`src/sv/cky_ram.sv`:
```
// cky_ram: generic simple dual-port ram, one write and one registered read port
// no dependencies
module cky_ram #(
    parameter int WIDTH = 8,
    parameter int DEPTH = 16
) (
    input  logic                     aclk,
    input  logic                     we,
    input  logic [$clog2(DEPTH)-1:0] waddr,
    input  logic [WIDTH-1:0]         wdata,
    input  logic [$clog2(DEPTH)-1:0] raddr,
    output logic [WIDTH-1:0]         rdata
);

    logic [WIDTH-1:0] mem_reg [DEPTH];
    logic [WIDTH-1:0] rdata_reg;

    // write port and registered read
    always_ff @(posedge aclk) begin
        if (we) begin
            mem_reg[waddr] <= wdata;
        end
        rdata_reg <= mem_reg[raddr];
    end

    assign rdata = rdata_reg;

endmodule

```
`config.mk`:
```
export PLATFORM = sky130hd
export DESIGN_NAME = cky_ram
export DESIGN_NICKNAME = d
export VERILOG_FILES = /design/src/sv/cky_ram.sv
export SDC_FILE = /design/constraint.sdc
export NUM_CORES = 1
export LEC_CHECK = 0
export ABC_CLOCK_PERIOD_IN_PS = 1800
export BUFFER_PORTS_ARGS = -buffer_cell sky130_fd_sc_hd__buf_2
export CORE_UTILIZATION = 45
export DETAILED_ROUTE_END_ITERATION = 8
export RECOVER_POWER = 25
export SETUP_SLACK_MARGIN = 0.4
export SYNTH_ARGS = -nofsm -noshare
export SYNTH_HDL_FRONTEND = slang
export SYNTH_SLANG_ARGS = --single-unit
```
`constraint.sdc`:
```
create_clock -name aclk -period 1.8 [get_ports aclk]
set_clock_uncertainty 0.05 [all_clocks]
set_input_delay 0.18 -clock aclk [delete_from_list [all_inputs] [get_ports aclk]]
set_output_delay 0.18 -clock aclk [all_outputs]
set_load 0.02 [all_outputs]
```
==> results.yml <==
grt:
  grt_util_met3_pct: 4.483
  grt_antenna_before_repair: 0
  first_global_vias: 2428
  met2_usage_pct: 29.47
  grt_max_degree: 33
  overflow: 0
  busiest_layer: "met2"
  grt_use_met1_pct: 24.95
  grt_pass1_wl_mm: 14.88
  grtUsageTotal_pct: 18.71
clock_tree:
  htree_num_levels: 4
  cts-root-buf: "clkbuf_16"
  clk_latency_ns: 0.41
  path_clk_slew_ns: 0.06
  cts_buffers: 17
  cts_setup_buffers: 0
  cts_buffer_depth: 2
  cts_tree: "built"
  cts_hold_buf: 0
  clkSinkCount: 136
pwr:
  p_leak_nw: 2.063
  total_power_mw: 7.184
  vdd_drop_max_v: 0.0005346
  p_per_area_mw_per_mm2: 1169
floorplan:
  die_y_um: 109.0
  die_w_um: 109.0
  num_rows: 38
  core_region_area_mm2: 0.01098
  io-pin-count: 26
  initial_core_util_pct: 46.87
  die_area_mm2: 0.01187
routing:
  first_pass_iters: 4
  drc: 0
  routed_via_density: 5.526
  antenna_left: 0
  routed_wl_mm: 9.870
  route.detailed.wl_per_inst_um: 22.59
  drt_iter0_markers: 155
  num_vias: 2415
finish:
  nets: 302
  largest_reg_flops: 128
  post_route_cells_drive_above_1_share_pct: 35.35
  antenna_cells: 0
  area_growth_pct: 19.37
  final_area_mm2: 0.006145
timing:
  finalCritPeriodShare_pct: 74.97
  final-hold-violation-count: 0
  relSlewSlack_pct: 38.55
  setup_slack_ns: 0.4506
  tns_ns: 0
  fin_hold_ws_ns: 0.1273
  fmax_ghz: 0.7411
  rsz0062_at_grt: "yes"
  worst_pin_slew_ns: 0.9184
  min_period_ns: 1.349
  finalSetupViolCount: 0
  finalMaxSlewViolations: 0
place:
  hpwl_mm: 6.196
  post-place-ws_ns: 0.07668
  io_buffer_count: 25
  dpl_cell_area_mm2: 0.005572
  globalplace.congestion: 0.7752
logic_synthesis:
  syn_area_mm2: 0.005147
  synth_top_family_by_area: "multiplexers"
  synth_cell_types: 19
  ys_seq_area_share_pct: 77.78
  synth.ff_latch_count: 136
  synth_mux_area_share_pct: 15.02
  ys_warn_count: 0
  netlist_instances: 229
  syn_avg_cell_area_um2: 22.48
  syn_nets: 247
  synth-main-ff-cell: "edfxtp_1"
  synth-edff-count: 128
  async_flop_share_pct: 0
  synth_simple_gate_area_share_pct: 3.184
  synth_compound_area_share_pct: 2.333
  synth_xor_area_share_pct: 0
  yosys.area_share.adder_pct: 0
flow_run:
  maxCapViolations: 0
worst_setup_path:
  path_max_fanout: 1
  crit_path_start_kind: "flop"
  worstSetupPathType: "flop to flop"
  cp.required_ns: 2.03
  cp-end-kind: "flop"
  cp_data_arrival_time_ns: 1.58
status:
  status: "finished clean"
worst_hold_path:
  hp-class: "input port to flop"
cells in the mapped netlist (2+ instances only):
cell type        number  area, um^2
buf_2                 3       15.01
a22oi_1              16       120.1
dfxtp_1               8       160.2
buf_6                 3       33.78
nand2b_1              2       12.51
nand3b_1              2       15.01
nor2_1               13       48.80
nor3_1                4       20.02
nand2_1               9       33.78
edfxtp_1            128        3844
clkdlybuf4s25_2       3       30.03
mux4_1               14       367.9
mux4_2               18       405.4
what timing repair did:
item                       in CTS  in global routing
pin swaps                       0                  5
gates cloned                    0                  0
gates resized for setup         5                  7
setup endpoints to repair       4                  7
metrics by stage:
| step | cells | utilization (%) |
|---|---|---|
| after floorplan | 229 | - |
| after global placement | 405 | 50.73 |
| after detailed placement | 405 | 50.73 |
| after CTS | 437 | 56.00 |
| after global routing | 437 | 55.95 |
| final | 437 | 55.95 |
layout by cell type (no fill, tap or decap), drive strengths merged, types with 2 or more instances in the layout:
cell        n
edfxtp    128
buf        41
mux4       32
clkbuf     23
a22oi      16
nor2       13
nand2       9
clkinv      9
dfxtp       8
nor3        4
clkinvlp    3
nand3b      2
nand2b      2
bufinv      2
final timing paths:
path | from | endpoint | slack [ns] | cells past startpoint
worst max register to register | mem_reg[6][0]$_DFFE_PP_ | rdata[0]$_DFF_P_ | 0.45 | 3
worst min-delay path | wdata[5] | mem_reg[0][5]$_DFFE_PP_ | 0.13 | 1
worst max-delay path | mem_reg[6][0]$_DFFE_PP_ | rdata[0]$_DFF_P_ | 0.45 | 3
worst min register to register | mem_reg[12][2]$_DFFE_PP_ | rdata[2]$_DFF_P_ | 0.63 | 3
logic make-up after synthesis:
family,Yosys count
flip-flops,136
multiplexers,32
AND/OR/NAND/NOR,35
AO/OA/AOI/OAI,16
buffers and inverters,10
worst max-delay path, stage by stage (launching register included):
cell and delay [ns]:
edfxtp_1 0.38, mux4_1 0.53, a22oi_2 0.16, nand2_1 0.11
routing by layer:
metal,up-vias,part of all wire (%)
met4,0,1.4
met1,1267,44
met3,10,3.5
met2,58,51
met5,-,0
li1,1080,-
power by group:
| part | internal (mW) | total [mW] | leakage [nW] | switching, mW |
|---|---|---|---|---|
| logic | 0.152 | 0.369 | 0.567 | 0.216 |
| clock network | 2.02 | 3.25 | 0.273 | 1.24 |
| registers | 3.54 | 3.56 | 1.22 | 0.0212 |
| total | 5.71 | 7.18 | 2.06 | 1.47 |
layout make-up:
cell class / count / area, um^2
clock inverters: 14 / 133.9
well taps: 140 / 175.2
clock buffers: 18 / 429.2
repair buffers: 46 / 314.1
multi-input cells: 83 / 1089
flip-flops and latches: 136 / 4004
fillers: 819 / 4838
Power figures use the tool's default switching activity.
