### src/sv/cky_pkg.sv
// cky_pkg: constants, types and helper functions shared by the cky recognizer files
// sizes of the rule table, string store and chart, request and sequencer codes
// no dependencies
package cky_pkg;

    localparam int MAX_LEN     = 16;
    localparam int CELL_SLOTS  = 8;
    localparam int MAX_RULES   = 16;

    localparam int SYM_W       = 8;
    localparam int CNT_W       = 16;
    localparam int REQ_W       = 2;
    localparam int LEN_OUT_W   = 5;
    localparam int S_DATA_W    = 32;
    localparam int M_DATA_W    = 24;

    localparam logic [SYM_W-1:0] LEX_MARK    = 8'd42;
    localparam logic [SYM_W-1:0] GOAL_RESET  = 8'd83;
    localparam logic [CNT_W-1:0] COUNT_MAX   = 16'hFFFF;

    localparam int LEN_CW      = $clog2(MAX_LEN + 1);
    localparam int STR_IW      = $clog2(MAX_LEN);
    localparam int RULE_IW     = $clog2(MAX_RULES);
    localparam int RULE_CW     = $clog2(MAX_RULES + 1);
    localparam int SLOT_W      = $clog2(CELL_SLOTS);
    localparam int FILL_W      = $clog2(CELL_SLOTS + 1);
    localparam int CELLS       = MAX_LEN * MAX_LEN;
    localparam int CELL_W      = $clog2(CELLS);
    localparam int CHART_DEPTH = CELLS * CELL_SLOTS;
    localparam int CHART_AW    = $clog2(CHART_DEPTH);
    localparam int CHART_DW    = SYM_W + CNT_W;

    typedef enum logic [REQ_W-1:0] {
        REQ_LOAD   = 2'd0,
        REQ_APPEND = 2'd1,
        REQ_RUN    = 2'd2,
        REQ_CLEAR  = 2'd3
    } req_t;

    typedef enum logic [3:0] {
        ST_IDLE,
        ST_LEX,
        ST_WB,
        ST_KF1,
        ST_KF2,
        ST_KF3,
        ST_RL,
        ST_RLW,
        ST_ML,
        ST_MLW,
        ST_BZ,
        ST_DONE
    } seq_state_t;

    // commands from the sequencer to the target cell unit
    typedef struct packed {
        logic             run_start;
        logic             clr;
        logic             ins;
        logic [SYM_W-1:0] sym;
    } tgt_cmd_t;

    // chart cell of span [a, b)
    function automatic logic [CELL_W-1:0] cell_idx(input logic [LEN_CW:0] a,
                                                   input logic [LEN_CW:0] b);
        return CELL_W'((int'(a) * MAX_LEN + int'(b) - 1) % CELLS);
    endfunction

    // chart memory address of one slot of a cell
    function automatic logic [CHART_AW-1:0] chart_addr(input logic [CELL_W-1:0] cell_no,
                                                       input logic [FILL_W-1:0] slot);
        return CHART_AW'(int'(cell_no) * CELL_SLOTS + int'(slot));
    endfunction

endpackage

### src/sv/cky_tgt_cell.sv
// cky_tgt_cell: slot registers of the chart cell being built, with insert and lookup
// depends on cky_pkg
module cky_tgt_cell (
    input  logic                             aclk,
    input  logic                             aresetn,
    input  cky_pkg::tgt_cmd_t                cmd,
    input  logic [cky_pkg::SLOT_W-1:0]       rd_idx,
    input  logic [cky_pkg::SYM_W-1:0]        goal,
    output logic [cky_pkg::FILL_W-1:0]       fill,
    output logic                             dropped,
    output logic [cky_pkg::SYM_W-1:0]        rd_sym,
    output logic [cky_pkg::CNT_W-1:0]        rd_cnt,
    output logic                             goal_hit,
    output logic [cky_pkg::CNT_W-1:0]        goal_cnt
);
    import cky_pkg::*;

    logic [SYM_W-1:0]  sym_reg [CELL_SLOTS];
    logic [CNT_W-1:0]  cnt_reg [CELL_SLOTS];
    logic [FILL_W-1:0] fill_reg, fill_next;
    logic              drop_reg, drop_next;
    logic [CELL_SLOTS-1:0] hit;

    // match of the inserted symbol against the filled slots
    always_comb begin
        for (int t = 0; t < CELL_SLOTS; t++) begin
            hit[t] = (FILL_W'(t) < fill_reg) && (sym_reg[t] == cmd.sym);
        end
    end

    // fill count and dropped flag
    always_comb begin
        fill_next = fill_reg;
        drop_next = drop_reg;
        if (cmd.run_start) begin
            drop_next = 1'b0;
        end
        if (cmd.clr) begin
            fill_next = '0;
        end else if (cmd.ins && (hit == '0)) begin
            if (fill_reg < FILL_W'(CELL_SLOTS)) begin
                fill_next = fill_reg + 1'b1;
            end else begin
                drop_next = 1'b1;
            end
        end
    end

    always_ff @(posedge aclk) begin
        if (!aresetn) begin
            fill_reg <= '0;
            drop_reg <= 1'b0;
        end else begin
            fill_reg <= fill_next;
            drop_reg <= drop_next;
        end
    end

    // slot payload: bump a saturating count or take a new slot
    always_ff @(posedge aclk) begin
        for (int t = 0; t < CELL_SLOTS; t++) begin
            if (cmd.ins && !cmd.clr) begin
                if (hit[t]) begin
                    if (cnt_reg[t] != COUNT_MAX) begin
                        cnt_reg[t] <= cnt_reg[t] + 1'b1;
                    end
                end else if ((hit == '0) && (FILL_W'(t) == fill_reg)) begin
                    sym_reg[t] <= cmd.sym;
                    cnt_reg[t] <= CNT_W'(1);
                end
            end
        end
    end

    // goal lookup over the filled slots
    always_comb begin
        goal_hit = 1'b0;
        goal_cnt = '0;
        for (int t = 0; t < CELL_SLOTS; t++) begin
            if ((FILL_W'(t) < fill_reg) && (sym_reg[t] == goal)) begin
                goal_hit = 1'b1;
                goal_cnt = cnt_reg[t];
            end
        end
    end

    assign fill    = fill_reg;
    assign dropped = drop_reg;
    assign rd_sym  = sym_reg[rd_idx];
    assign rd_cnt  = cnt_reg[rd_idx];

endmodule

### config.mk
export PLATFORM = sky130hd
export DESIGN_NAME = cky_tgt_cell
export DESIGN_NICKNAME = d
export VERILOG_FILES = /design/src/sv/cky_pkg.sv /design/src/sv/cky_tgt_cell.sv
export SDC_FILE = /design/constraint.sdc
export NUM_CORES = 1
export LEC_CHECK = 0
export ABC_AREA = 1
export BUFFER_PORTS_ARGS = -buffer_cell sky130_fd_sc_hd__buf_4
export CORE_MARGIN = 4
export CORE_UTILIZATION = 50
export DETAILED_ROUTE_END_ITERATION = 16
export PLACE_DENSITY = 0.67
export SLEW_MARGIN = 10
export SYNTH_ARGS = -nofsm -noshare
export SYNTH_HDL_FRONTEND = slang
export SYNTH_SLANG_ARGS = --single-unit
### constraint.sdc
create_clock -name aclk -period 7.6 [get_ports aclk]
set_clock_uncertainty 0.1 [all_clocks]
set_input_delay 0 -clock aclk [delete_from_list [all_inputs] [get_ports aclk]]
set_output_delay 0 -clock aclk [all_outputs]
set_load 0.02 [all_outputs]
==> results list <==
* Measured slew at the worst slew-check pin: 1.12 ns
- Portion of the clock cycle consumed by the worst path in the final layout: 53.7%
- In this run the worst setup path terminates at goal_cnt[10].
- Buffers placed on the I/O ports in this run total 69.
- Worst setup path startpoint: fill[3]
- Number of antenna diodes: 0
* Clock tree from TritonCTS: built
- Num CTS Buffers: 17
- The total count of hold-check failures in the final report came to 0.
- The number of pins exceeding their max-slew limit in the final report came to 0.
- In this run, synthesis produced a sequential element count of 197.
* Placed insts: 2344
- Via count of the first global-routing pass: 12493
* Row Count: 62
- The setup path with the least slack is of type flip-flop to output port.
* Total routed wire length on the met1 layer: 20600 um
* Vertical extent of the die: 178 um
- The H-tree generated during clock tree synthesis spans 4 levels.
- Number of sinks driven by the clock tree: 197
* Residual DRC count: 0
- At the end of routability-driven placement, the weighted congestion stood at 1.02.
- Initial DRC Count: 2223
* Highest Clock Rate: 0.245 GHz
- Synthesis produced a netlist with a net count of 2001.
* Data arrival time of the critical path: 3.98 ns
- Initial Util: 50.7%
- Synthesis-to-layout area growth: 9.74%
* Final setup violating endpoints: 0
* Placeable core region: 0.0286 mm2
- Top-area cell type share of the netlist area: 36.5%
- In this run the critical register-to-register path is launched from fill[1].
- Largest area contributor in the synthesized netlist: edfxtp_1
- Total of warnings raised by yosys: 0
- Global Route Usage Sum: 30.7%
- Maximum clock insertion buffer count: 2
* Share of the core filled with cells in the final layout: 55.6%
* Max layer used: met5
* Critical path data required time: 7.50 ns
* Pin count of the biggest net entering global routing: 87
- Clock root buffer master: clkbuf_16
- Wire length after detailed routing: 48700 um
* RSZ-0062 raised after global routing: false
- The number of cells on the worst reg-to-reg path is 10.
- After detailed routing, the number of vias per cell comes to 5.78.
- After clock tree synthesis, the clock-pin slew on the worst setup and hold paths is 0.09 ns.
* Hold Crit Class: input pin to flip-flop
- Insertion delay of the later-clocked pin in the worst-skew pair: 0.47 ns
* Proportion of register bits with asynchronous set or reset after synthesis: 0%
* Overall via count from detail_route: 13803
* Outcome: finished clean
- The die covers 0.0318 mm2.
* Maximum VDD drop: 0.211 mV
- Final Total Pwr: 2.45 mW
- Number of non-filler instances in the completed layout: 2389
- Leak pwr: 7.01 nW
- Adding up every negative setup slack in the final design gives 0 ns.
- Met3 wire length: 4960 um
- Kind of end point of the critical path: output port
- In this run the count of I/O pins placed on the die edge is 70.
- The average instance in the mapped netlist occupies 7.37 um2.
* Detailed-routing iteration count for the pre-antenna-repair pass: 6
* Critical path peak fanout: 31
- STA classifies the critical path startpoint as a flip-flop.
* Number of flops mapped to enable cells by yosys: 176
- Terminus of the critical flop-to-flop path: cnt_reg[3][15]
* Synth Cell Area: 0.0145 mm2
- Min Clock Period, post-route: 4.08 ns
- Detail-routed net length per standard cell: 20.4 um
- After global routing the overflow that remains totals 0.
- Number of antenna violations at the first check in global routing: 1
- The register with the most flip-flops in the layout has 128 of them.
* Fraction of final layout cells with drive strength greater than 1: 8.08%
- Total half-perimeter wirelength after legalization and detailed placement: 36200 um
- In the synthesized netlist the dominant register cell turns out to be edfxtp_1.
- The final layout contains 2027 nets.
* Worst slew margin relative to its limit: 25.3%
* Met2 layer wire length in the routed design: 21500 um
- Global-route wire length before repair: 74300 um
- Once the clock tree was built, the setup fixing pass inserted 0 buffers.
- Unique masters post-synth: 48
* Sequential fraction of the synthesis area: 39.4%
* Synth Instances: 1966
- Top area cells in the synthesized netlist: edfxtp_1 36%, nand2_1 12%, inv_1 8.1%
- The count of nets left with antenna violations once routing finished came out at 0.
- Max-capacitance violation count: 0
- Power spread over the standard cell area amounts to 154 mW/mm2.
- Die outline width: 178 um
- The worst register-to-register path has a setup slack of 4.00 ns.
-- critical path, stage by stage (launching register included) --
cell	delay, ns
dfxtp_1	0.77
nor2_1	0.16
nor3_1	0.20
nand4_1	0.87
nand2_1	0.94
a21oi_1	0.08
nand2_1	0.10
nand2_1	0.06
nand2_1	0.09
nand2_1	0.06
buf_4	0.16
-- how the worst min path moves through the flow --
stage                 start             to  slack (ns)  depth (start not counted)
floorplan            cmd[0]  sym_reg[0][0]      -0.001                          0
global placement    cmd[10]        dropped        0.16                          4
detailed placement  cmd[10]        dropped        0.17                          4
CTS                 aresetn        dropped        0.22                          4
global route        aresetn        dropped        0.22                          4
finish              aresetn        dropped        0.21                          4
-- what timing repair did --
action                     CTS  global route
hold buffers                13             0
setup endpoints to repair    0             0
resized for setup            0             0
hold endpoints to repair    91             0
-- cells by family (layout without fill, tap and decap cells) --
| group | Yosys count | in the layout | share of synthesized area [%] |
|---|---|---|---|
| xor gates and xnor gates | 150 | 150 | 9.06 |
| adders and majority gates | 11 | 11 | 0.949 |
| DFF | 197 | 197 | 39.4 |
| and+or+nand+nor | 850 | 850 | 25.7 |
| AOI/OAI and AO/OA | 352 | 352 | 13.5 |
| buffers and inverters | 406 | 445 | 11.5 |
-- synth_stat cells, drive strengths merged, types with 11 or more instances --
cell      n
o211ai   19
buf      39
a21oi    95
inv     323
clkbuf   44
a31oi    40
nor2    182
a221oi   14
nor3     56
nand3    77
dfxtp    21
or2      11
edfxtp  176
xnor2    36
nand4    40
nand2   469
ha       11
o21ai   175
xor2    114
-- final cells by class --
cell class                 instances  area (um2)
tap                              384         480
multi-input combinational       1363        7150
timing repair buffer              90         708
sequential                       197        5710
fill                            2719       12700
clock inverter                    14         201
clock buffer                      18         450
inverter                         323        1220
-- where the power goes --
part	internal [mW]	total, mW	leakage, nW	switching [mW]
Clock	0.503	1.00	0.317	0.501
Combinational	0.0791	0.254	4.93	0.175
Sequential	1.18	1.19	1.76	0.0112
-- per-layer routing --
metal	vias up	track usage (%)
met5	-	0
met1	6449	43.4
met4	2	11.1
met2	783	47.0
met3	97	6.13
li1	6472	-
-- layout by cell type (no fill, tap or decap), types with 19 or more instances in the layout --
master    count
a31oi_1      40
nand3_1      71
nand4_1      40
edfxtp_1    176
xnor2_1      36
xor2_1      114
nor3_1       50
nor2_1      172
o211ai_1     19
buf_4        77
dfxtp_1      21
nand2_1     465
o21ai_0     168
inv_1       312
a21oi_1      94
-- metrics by stage --
| stage | hold slack, ns | worst slack [ns] | area [um2] |
|---|---|---|---|
| after floorplan | -0.00113 | 4.59 | 14500 |
| after global placement | 0.157 | 4.21 | 15100 |
| after detailed placement | 0.165 | 4.02 | 15100 |
| after CTS | 0.217 | 3.61 | 15900 |
| after global routing | 0.224 | 3.11 | 15900 |
| final | 0.214 | 3.52 | 15900 |
(Power assumes the default switching activity.)
